**src/rtl/exf_delay.sv**
```systemverilog
// ----------------------------------------------------------------------------
// exf_delay
// Fixed-depth register line that keeps side data aligned with the pipeline.
// ----------------------------------------------------------------------------
`default_nettype none

module exf_delay #(
    parameter int WIDTH = 32,
    parameter int DEPTH = 6
) (
    input  wire logic             clk,
    input  wire logic [WIDTH-1:0] d,
    output logic      [WIDTH-1:0] q
);

    logic [WIDTH-1:0] tap_reg [DEPTH];

    always_ff @(posedge clk)
    begin
        tap_reg[0] <= d;
        for (int k = 1; k < DEPTH; k++)
        begin
            tap_reg[k] <= tap_reg[k-1];
        end
    end

    assign q = tap_reg[DEPTH-1];

endmodule

`default_nettype wire

```
**config.mk**
```make
export PLATFORM = sky130hd
export DESIGN_NAME = exf_delay
export DESIGN_NICKNAME = d
export VERILOG_FILES = /design/src/rtl/exf_delay.sv
export SDC_FILE = /design/constraint.sdc
export NUM_CORES = 1
export LEC_CHECK = 0
export ABC_AREA = 0
export BUFFER_PORTS_ARGS = -buffer_cell sky130_fd_sc_hd__buf_2
export CELL_PAD_IN_SITES_DETAIL_PLACEMENT = 1
export CELL_PAD_IN_SITES_GLOBAL_PLACEMENT = 2
export CORE_MARGIN = 2
export CORE_UTILIZATION = 42
export CTS_CLUSTER_DIAMETER = 60
export CTS_CLUSTER_SIZE = 24
export DETAILED_ROUTE_END_ITERATION = 10
export PLACE_DENSITY = 0.9
export SETUP_SLACK_MARGIN = 0.15
export SLEW_MARGIN = 20
export SYNTH_ARGS = -nofsm -noshare
export SYNTH_HDL_FRONTEND = slang
export SYNTH_SLANG_ARGS = --single-unit
```
**constraint.sdc**
```tcl
create_clock -name clk -period 0.8 [get_ports clk]
set_clock_uncertainty 0.15 [all_clocks]
set_input_delay 0.12 -clock clk [delete_from_list [all_inputs] [get_ports clk]]
set_output_delay 0.12 -clock clk [all_outputs]
set_load 0.05 [all_outputs]
```
==> results of run 1 <==
==> through the flow <==
step	utilization [%]	area (sq um)	hold slack, ns	worst slack (ns)	total power, W
2_1_floorplan	-	3960	-0.00228	0.122	0.0106
3_3_place_gp	50.2	4420	0.0731	-0.0290	0.0108
3_5_place_dp	50.2	4420	0.0742	-0.0413	0.0108
4_1_cts	64.0	5640	0.0613	-0.495	0.0190
5_1_grt	64.0	5640	0.0703	-0.516	0.0196
6_report	64.0	5640	0.0876	-0.474	0.0188
==> per-layer routing <==
| metal | global-route usage, % | wire, um |
|---|---|---|
| met5 | 0 | 0 |
| met4 | 6.95 | 89 |
| met3 | 4.78 | 195 |
| met2 | 22.3 | 3060 |
| met1 | 11.0 | 1790 |
==> Yosys cell counts, drive strengths merged <==
cell / instances
dfxtp: 192
==> area by class of cell <==
type,instances,area [sq um]
Timing Repair Buffer,96,961
Clock buffer,17,414
Clock inverter,15,163
Sequential cell,192,3960
Tap cell,108,135
Fill cell,751,3170
==> path summary, 6_finish.rpt <==
check	start	endpoint	slack (ns)	cells after the start
worst max-delay path	tap_reg[5][27]	q[27]	-0.47	1
worst min-delay path	d[13]	tap_reg[0][13]	0.09	2
worst max register to register	tap_reg[4][8]	tap_reg[5][8]	0.22	0
worst min register to register	tap_reg[3][1]	tap_reg[4][1]	0.16	0
==> power by group through the flow <==
| stage | Clock, W | Combinational (W) | Sequential (W) |
|---|---|---|---|
| floorplan | 0 | 0 | 0.0106 |
| global placement | 0 | 0.000459 | 0.0103 |
| detailed placement | 0 | 0.000464 | 0.0104 |
| CTS | 0.00809 | 0.000753 | 0.0102 |
| global route | 0.00854 | 0.000785 | 0.0102 |
| finish | 0.00785 | 0.000755 | 0.0102 |
==> timing repair <==
item	4_1_cts	5_1_grt
hold buffers	32	0
setup endpoints to repair	32	32
resized for setup	96	0
hold endpoints to repair	32	0
==> cells by family after synthesis <==
kind of cell	after synthesis	share of synthesized area [%]
flip-flops	192	100
==> run metrics, run 1 <==
Slew @ Worst Pin=approximately 0.27 ns; yosys warns=0; Clk pwr share=between 40% and 50%; DRT Pass-1 Iters=4; total wire length=roughly 5 mm; IO Pins=65; largest net degree at the start of global routing=21; Die Height=about 100 um; Worst Hold Class=input pin to flop; initial core utilization=a little over two fifths; DRT antenna net count=0; net switching power=~0.0043 W; postcts setup bufs=0; routed len/inst=12.0 um; CP endpoint kind=primary output; clk sinks=around 190; core footprint=a little under 0.009 sq mm; cell count after placement=around 360; total CTS buffers=17; gate count of the mapped netlist=about 190; Avg Cell Area, Syn=20.0 sq um; Leak Pwr=between 2 and 2.5 nW; CTS Buffer Depth=2; Max stage delay on crit path=0.35 ns; Internal Dissipation=around 0.014 W; mapped cell area=0.00384 sq mm; n_diodes=0; worst path cell trace=buf_8; CTS Root Buffer Type=clkbuf_8; area grow syn2layout=46.6%; Max Clk Rate=roughly 800 MHz; global-route wire length before repair=approximately 8.6 mm; Cell Pwr Density=3330 mW/mm^2; share of layout cells above drive strength 1=between 40% and 50%; initial DRC count=14; Final Cycle Share=159%; I/O Buffers=64; setup ws final=-0.474 ns; # DRC=0; Avg Vias per Cell=3.90; gr usage total=about an eighth; startpoint types=flop; slowest CP cell=dfxtp_4; Max IR drop VDD=between 2 and 2.5 mV; most common cell after layout, fill and taps aside=dfxtp_1; WP data arrival=1.00 ns; Worst EP required=0.53 ns; Non-Filler Instances=between 400 and 500; violated checks=negative setup slack; CTS tree=built; crit path kind=flop to primary output; final hold viol count=0; Reg power frac=54.2%; number of global-route vias before repair=approximately 1800; Final Net Count=340; number of max-cap violations=0; final setup fails=32; worst relative slew slack=81.9%; synth top area cells=dfxtp_1 (100%); synthesized net count=roughly 230; Worst-Skew Late Latency=0.51 ns; CP top delay family=flip-flops; Buffers & Inverters on Critical Path=1; Largest register FFs=about 190; DIE AREA=0.00993 sq mm; Final TNS setup=-14.87 ns; RSZ-0062 raised after global routing=true; GRT overflow=0; area of the multi-input gates=0 sq um; chip width=about 100 um; via count=approximately 1700; clock slew at reported path FFs=~0.080 ns; initial antenna violation count=0; Site Rows=34; Synth cell types=1; Final Max Slew Viols=0; area leader, netlist=dfxtp_1; Synth top area share=100%; sequential area share after synthesis=100%; Sw Ratio=a little under a quarter; run status=finished, violations left; gp weighted congestion=between 0.6 and 0.7; most frequent cells in the layout=dfxtp_1 (160), dlygate4sd3_1 (32), buf_2 (32), buf_8 (32), dfxtp_4 (32); final worst path period need=approximately 1.3 ns; Multi-input comb cells=0; H-tree levels=4; number of synthesized register bits=between 150 and 200; Comb power frac=~4%; crit-path max FO=1
(Power assumes the default switching activity.)
==> inputs of run 2 (changes only) <==
--- a/config.mk
+++ b/config.mk
@@ -16,5 +16,4 @@
 export DETAILED_ROUTE_END_ITERATION = 10
 export PLACE_DENSITY = 0.9
-export SETUP_SLACK_MARGIN = 0.15
 export SLEW_MARGIN = 20
 export SYNTH_ARGS = -nofsm -noshare
==> constraint.sdc (replaced) <==
create_clock -name clk -period 0.8 [get_ports clk]
set_clock_uncertainty 0.15 [all_clocks]
set_input_delay 0.08 -clock clk [delete_from_list [all_inputs] [get_ports clk]]
set_output_delay 0.08 -clock clk [all_outputs]
set_load 0.05 [all_outputs]
==> run 2 against run 1 <==
The flow still finishes with violations (negative setup slack). Global-route usage decreased by 0.94 points. Sequential cell count did not move. Non-clock buffer count stayed put. Largest power group unchanged.
==> run metrics, run 2 (synthesis gave the netlist of run 1 again) <==
run status=finished, violations left; violated checks=negative setup slack; total CTS buffers=17 (unchanged); Die Height=99.7 um (unchanged); Internal Dissipation=0.0151 W (+4.9%); Max IR drop VDD=1.87 mV (-6.7%); startpoint types=flop; CP endpoint kind=primary output; slowest CP cell=dfxtp_2; number of global-route vias before repair=1744 (-5.0%); initial antenna violation count=0 (unchanged); worst path cell trace=buf_8; GRT overflow=0 (unchanged); CTS Buffer Depth=2 (unchanged); DRT Pass-1 Iters=3 (-1); chip width=99.7 um (unchanged); Final Cycle Share=154% (-4.9 points); met2 usage=19.9% (-2.4 points); r2r endpoint=tap_reg[4][8]; gp weighted congestion=0.579 (-4.8%); R2R Setup Slk=0.23 ns (about the same); final hold viol count=0 (unchanged); final worst path period need=1.24 ns (-0.0390 ns); Buffers & Inverters on Critical Path=1 (unchanged); Final Max Slew Viols=0 (unchanged); Final Net Count=340 (unchanged); CTS tree=built; most common cell after layout, fill and taps aside=dfxtp_1; Power Total=0.0191 W (+1.6%); Largest register FFs=192 (unchanged); initial DRC count=14 (unchanged); DIE AREA=0.00993 sq mm (unchanged); net switching power=0.00394 W (-9.0%); clock slew at reported path FFs=0.07 ns (about the same); postcts setup bufs=0 (unchanged); GRT met3 Usage=6.11% (+1.3 points); Hold Crit Start=d[10]; cell count after placement=364 (unchanged); H-tree levels=4 (unchanged); Reg power frac=53.6% (-0.6 points); final setup fails=32 (unchanged); GR Util met1=9.50% (-1.5 points); gr usage total=11.1% (-0.94 points); clk sinks=192 (unchanged); Leak Pwr=2.39 nW (-1.1%); share of layout cells above drive strength 1=39.7% (-0.31 points); # DRC=0 (unchanged); n_diodes=0 (unchanged); Non-Filler Instances=428 (unchanged); most frequent cells in the layout=dfxtp_1 (160), dlygate4sd3_1 (32), buf_2 (32), dfxtp_2 (32), buf_8 (21); largest net degree at the start of global routing=18 (-14%); worst hold slack=0.0504 ns (-0.0372 ns); Worst Hold Class=input pin to flop; Worst EP required=0.57 ns (+0.04 ns); core footprint=0.00881 sq mm (unchanged); I/O Buffers=64 (unchanged); Sw Ratio=20.7% (-2.4 points); Clk pwr share=42.5% (+0.7 points); WP data arrival=1.01 ns (about the same); via count=1645 (-1.4%); Slew @ Worst Pin=0.275 ns (+0.00370 ns); Comb power frac=3.9% (about the same); CTS Root Buffer Type=clkbuf_8; Worst-Skew Late Latency=0.51 ns (about the same); number of max-cap violations=0 (unchanged); worst relative slew slack=81.7% (-0.25 points); total wire length=4.88 mm (-5.0%); routed len/inst=11.4 um (-5.0%); Site Rows=34 (unchanged); area grow syn2layout=44.0%; R2R Path Start=tap_reg[3][8]; worst r2r path cells=0 (unchanged); area of the multi-input gates=0 sq um (unchanged); setup ws final=-0.435 ns (+0.0390 ns); initial core utilization=43.6% (unchanged); crit-path max FO=1 (unchanged); Max Clk Rate=810 MHz (+3.2%); Final TNS setup=-13.04 ns (+1.82 ns); Worst Hold Path Cells=2 (unchanged); Avg Vias per Cell=3.84 (-1.4%); DRT antenna net count=0 (unchanged); global-route wire length before repair=7.80 mm (-9.7%); Worst Hold End=tap_reg[0][10]; crit path kind=flop to primary output; Cell Pwr Density=3450 mW/mm^2 (+3.5%); IO Pins=65 (unchanged); Multi-input comb cells=0 (unchanged); RSZ-0062 raised after global routing=true; CP top delay family=flip-flops; GR peak layer=met2; Max stage delay on crit path=0.35 ns (about the same)
run 2: power groups by stage:
stage | logic (W) | registers (W) | clock network [W]
2_1_floorplan | 0 | 0.0107 | 0
5_1_grt | 0.000765 | 0.0103 | 0.00885
4_1_cts | 0.000725 | 0.0102 | 0.00843
6_report | 0.000737 | 0.0102 | 0.00812
3_5_place_dp | 0.000469 | 0.0104 | 0
3_3_place_gp | 0.000462 | 0.0104 | 0
run 2: per-stage QoR:
step	instance area, sq um	setup slack [ns]	util, %
floorplan	3880	0.116	-
global placement	4340	0.0208	49.3
detailed placement	4340	0.0109	49.3
CTS	5520	-0.453	62.6
global route	5540	-0.490	62.9
finish	5540	-0.435	62.9
run 2: cell type report:
| type | instances | area, sq um |
|---|---|---|
| sequential | 192 | 3880 |
| tap | 108 | 135 |
| clock inverter | 12 | 151 |
| fill | 755 | 3270 |
| timing repair buffer | 96 | 920 |
| clock buffer | 20 | 445 |
run 2: repair_timing:
item,4_1_cts,5_1_grt
endpoints found under the hold margin,32,0
hold buffers,32,0
endpoints found under the setup margin,32,32
gates resized for setup,80,5
run 2: worst max-delay path by stage:
stage	from	endpoint	cells after the start
finish	tap_reg[5][25]	q[25]	1
global route	tap_reg[5][25]	q[25]	1
CTS	tap_reg[5][14]	q[14]	1
detailed placement	tap_reg[5][14]	q[14]	1
global placement	tap_reg[5][14]	q[14]	1
floorplan	tap_reg[5][0]	q[0]	0
run 2: routing by layer:
| metal | part of all wire (%) | vias up |
|---|---|---|
| li1 | - | 823 |
| met1 | 37 | 775 |
| met2 | 57 | 45 |
| met3 | 5.8 | 2 |
| met4 | 0.64 | 0 |
| met5 | 0 | - |
==> inputs of run 3 (changes only) <==
Settings changed: CORE_ASPECT_RATIO set to 0.9.
==> run 3 against run 2 <==
The flow still finishes with violations (negative setup slack). Wire length is 11% higher. Sequential power hardly changed. Sequential cell count stayed put. Sequential share of layout area is 0.079 points lower. Design area is 0.11% higher. Clock power is 1% lower. Worst hold slack worse by 0.0029 ns. Global-route usage is 0.98 points higher.
==> run metrics, run 3 (synthesis gave the netlist of run 1 again) <==
R2R Setup Slk=0.22 ns (about the same); number of fill cells=808 (+7.0%); Worst Hold Path Cells=2 (unchanged); total CTS buffers=17 (unchanged); Finished Cell Area=0.00554 sq mm (+0.11%); Max IR drop VDD=2.05 mV (+9.2%); largest net degree at the start of global routing=20 (+2); CP top delay family=flip-flops; clock slew at reported path FFs=0.07 ns (about the same); Final Net Count=340 (unchanged); final setup fails=32 (unchanged); clk sinks=192 (unchanged); violated checks=negative setup slack; n_diodes=0 (unchanged); crit-path max FO=1 (unchanged); most frequent cells in the layout=dfxtp_1 (160), dlygate4sd3_1 (32), buf_2 (32), dfxtp_2 (32), buf_8 (21); Avg Vias per Cell=3.71 (-3.5%); worst r2r path cells=0 (unchanged); setup ws final=-0.426 ns (+0.00882 ns); WP data arrival=1.00 ns (about the same); Final Cycle Share=153% (-1.1 points); FF/Latch Area=0.00388 sq mm (unchanged); number of max-cap violations=0 (unchanged); Worst Hold Class=input pin to flop; initial core utilization=42.7% (-0.95 points); Area after DPL=0.00436 sq mm (+0.40%); gr usage total=12.1% (+0.98 points); Max stage delay on crit path=0.34 ns (about the same); Final Max Slew Viols=0 (unchanged); Cell Pwr Density=3430 mW/mm^2 (-0.57%); H-tree levels=4 (unchanged); CTS Root Buffer Type=clkbuf_8; cell count after placement=378 (+3.8%); Power Total=0.0190 W (-0.46%); gp weighted congestion=0.607 (+4.9%); DRT Pass-1 Iters=2 (-1); total wire length=5.39 mm (+11%); slowest CP cell=dfxtp_2; GRT overflow=0 (unchanged); Site Rows=33 (-2.9%); area of the multi-input gates=0 sq um (unchanged); worst hold slack=0.0475 ns (-0.00293 ns); postcts setup bufs=0 (unchanged); RSZ-0062 raised after global routing=true; worst path cell trace=buf_8; CP endpoint kind=primary output; core footprint=0.00900 sq mm (+2.2%); run status=finished, violations left; Max Clk Rate=815 MHz (+0.72%); Final TNS setup=-13.28 ns (-0.232 ns); Slew @ Worst Pin=0.275 ns (+0.000695 ns); Worst EP required=0.57 ns (about the same); Leak Pwr=2.39 nW (about the same); critical path depth=1 (unchanged); routed len/inst=12.2 um (+7.1%); CTS Buffer Depth=2 (unchanged); area grow syn2layout=44.2%; Largest register FFs=192 (unchanged); Non-Filler Instances=442 (+3.3%); IO Pins=65 (unchanged); CTS tree=built; initial antenna violation count=0 (unchanged); initial DRC count=24 (+10); DRT antenna net count=0 (unchanged); via count=1640 (-0.30%); chip width=105 um (+5.2%); final hold viol count=0 (unchanged); Die Height=94.8 um (-4.9%); startpoint types=flop; final worst path period need=1.23 ns (-0.00883 ns); Buffers & Inverters on Critical Path=1 (unchanged); share of layout cells above drive strength 1=40.0% (+0.31 points); worst relative slew slack=81.6% (about the same); Worst-Skew Late Latency=0.51 ns (about the same); crit path kind=flop to primary output; DIE AREA=0.00993 sq mm (about the same); global-route wire length before repair=8.35 mm (+7.1%); Multi-input comb cells=0 (unchanged); # DRC=0 (unchanged); most common cell after layout, fill and taps aside=dfxtp_1; I/O Buffers=64 (unchanged); number of global-route vias before repair=1799 (+3.2%)
[run 3: cell count changes in the layout (fill, tap and decap cells not counted), sizes merged]
cell      change
bufinv        -1
inv           +4
clkinv        +2
clkinvlp      -2
clkbuf        -3
[run 3: final cells by class]
type | count | share of cell area [%]
flip-flops and latches | 192 | 70.1
clock inverters | 15 | 3.09
clock buffers | 17 | 7.47
repair buffers | 96 | 16.6
well taps | 122 | 2.75
[run 3: per-stage QoR]
stage          worst slack (ns)  util, %
3_3_place_gp             0.0209     48.4
3_5_place_dp             0.0133     48.4
2_1_floorplan             0.116        -
5_1_grt                  -0.482     61.6
4_1_cts                  -0.460     61.3
6_report                 -0.426     61.6
[run 3: path summary, 6_finish.rpt]
check / startpoint / end
max: tap_reg[5][5] / q[5]
min: d[16] / tap_reg[0][16]
max reg2reg: tap_reg[2][9] / tap_reg[3][9]
min reg2reg: tap_reg[1][13] / tap_reg[2][13]
[run 3: what timing repair did]
item                       4_1_cts  5_1_grt
hold buffers                    32        0
hold endpoints to repair        32        0
gates resized for setup         79        6
gates cloned                     0        0
setup endpoints to repair       32       32
[run 3: per-layer routing]
metal	up-vias	global-route usage, %	wire, um
li1	824	-	-
met1	763	8.99	1710
met2	47	24.2	3340
met3	6	6.21	265
met4	0	6.89	73
met5	-	0	0
[run 3: power by group]
group          leakage [nW]  switching (W)  internal (W)
registers              1.62       0.000153        0.0101
clock network         0.289        0.00371       0.00431
logic                 0.482       0.000382      0.000357
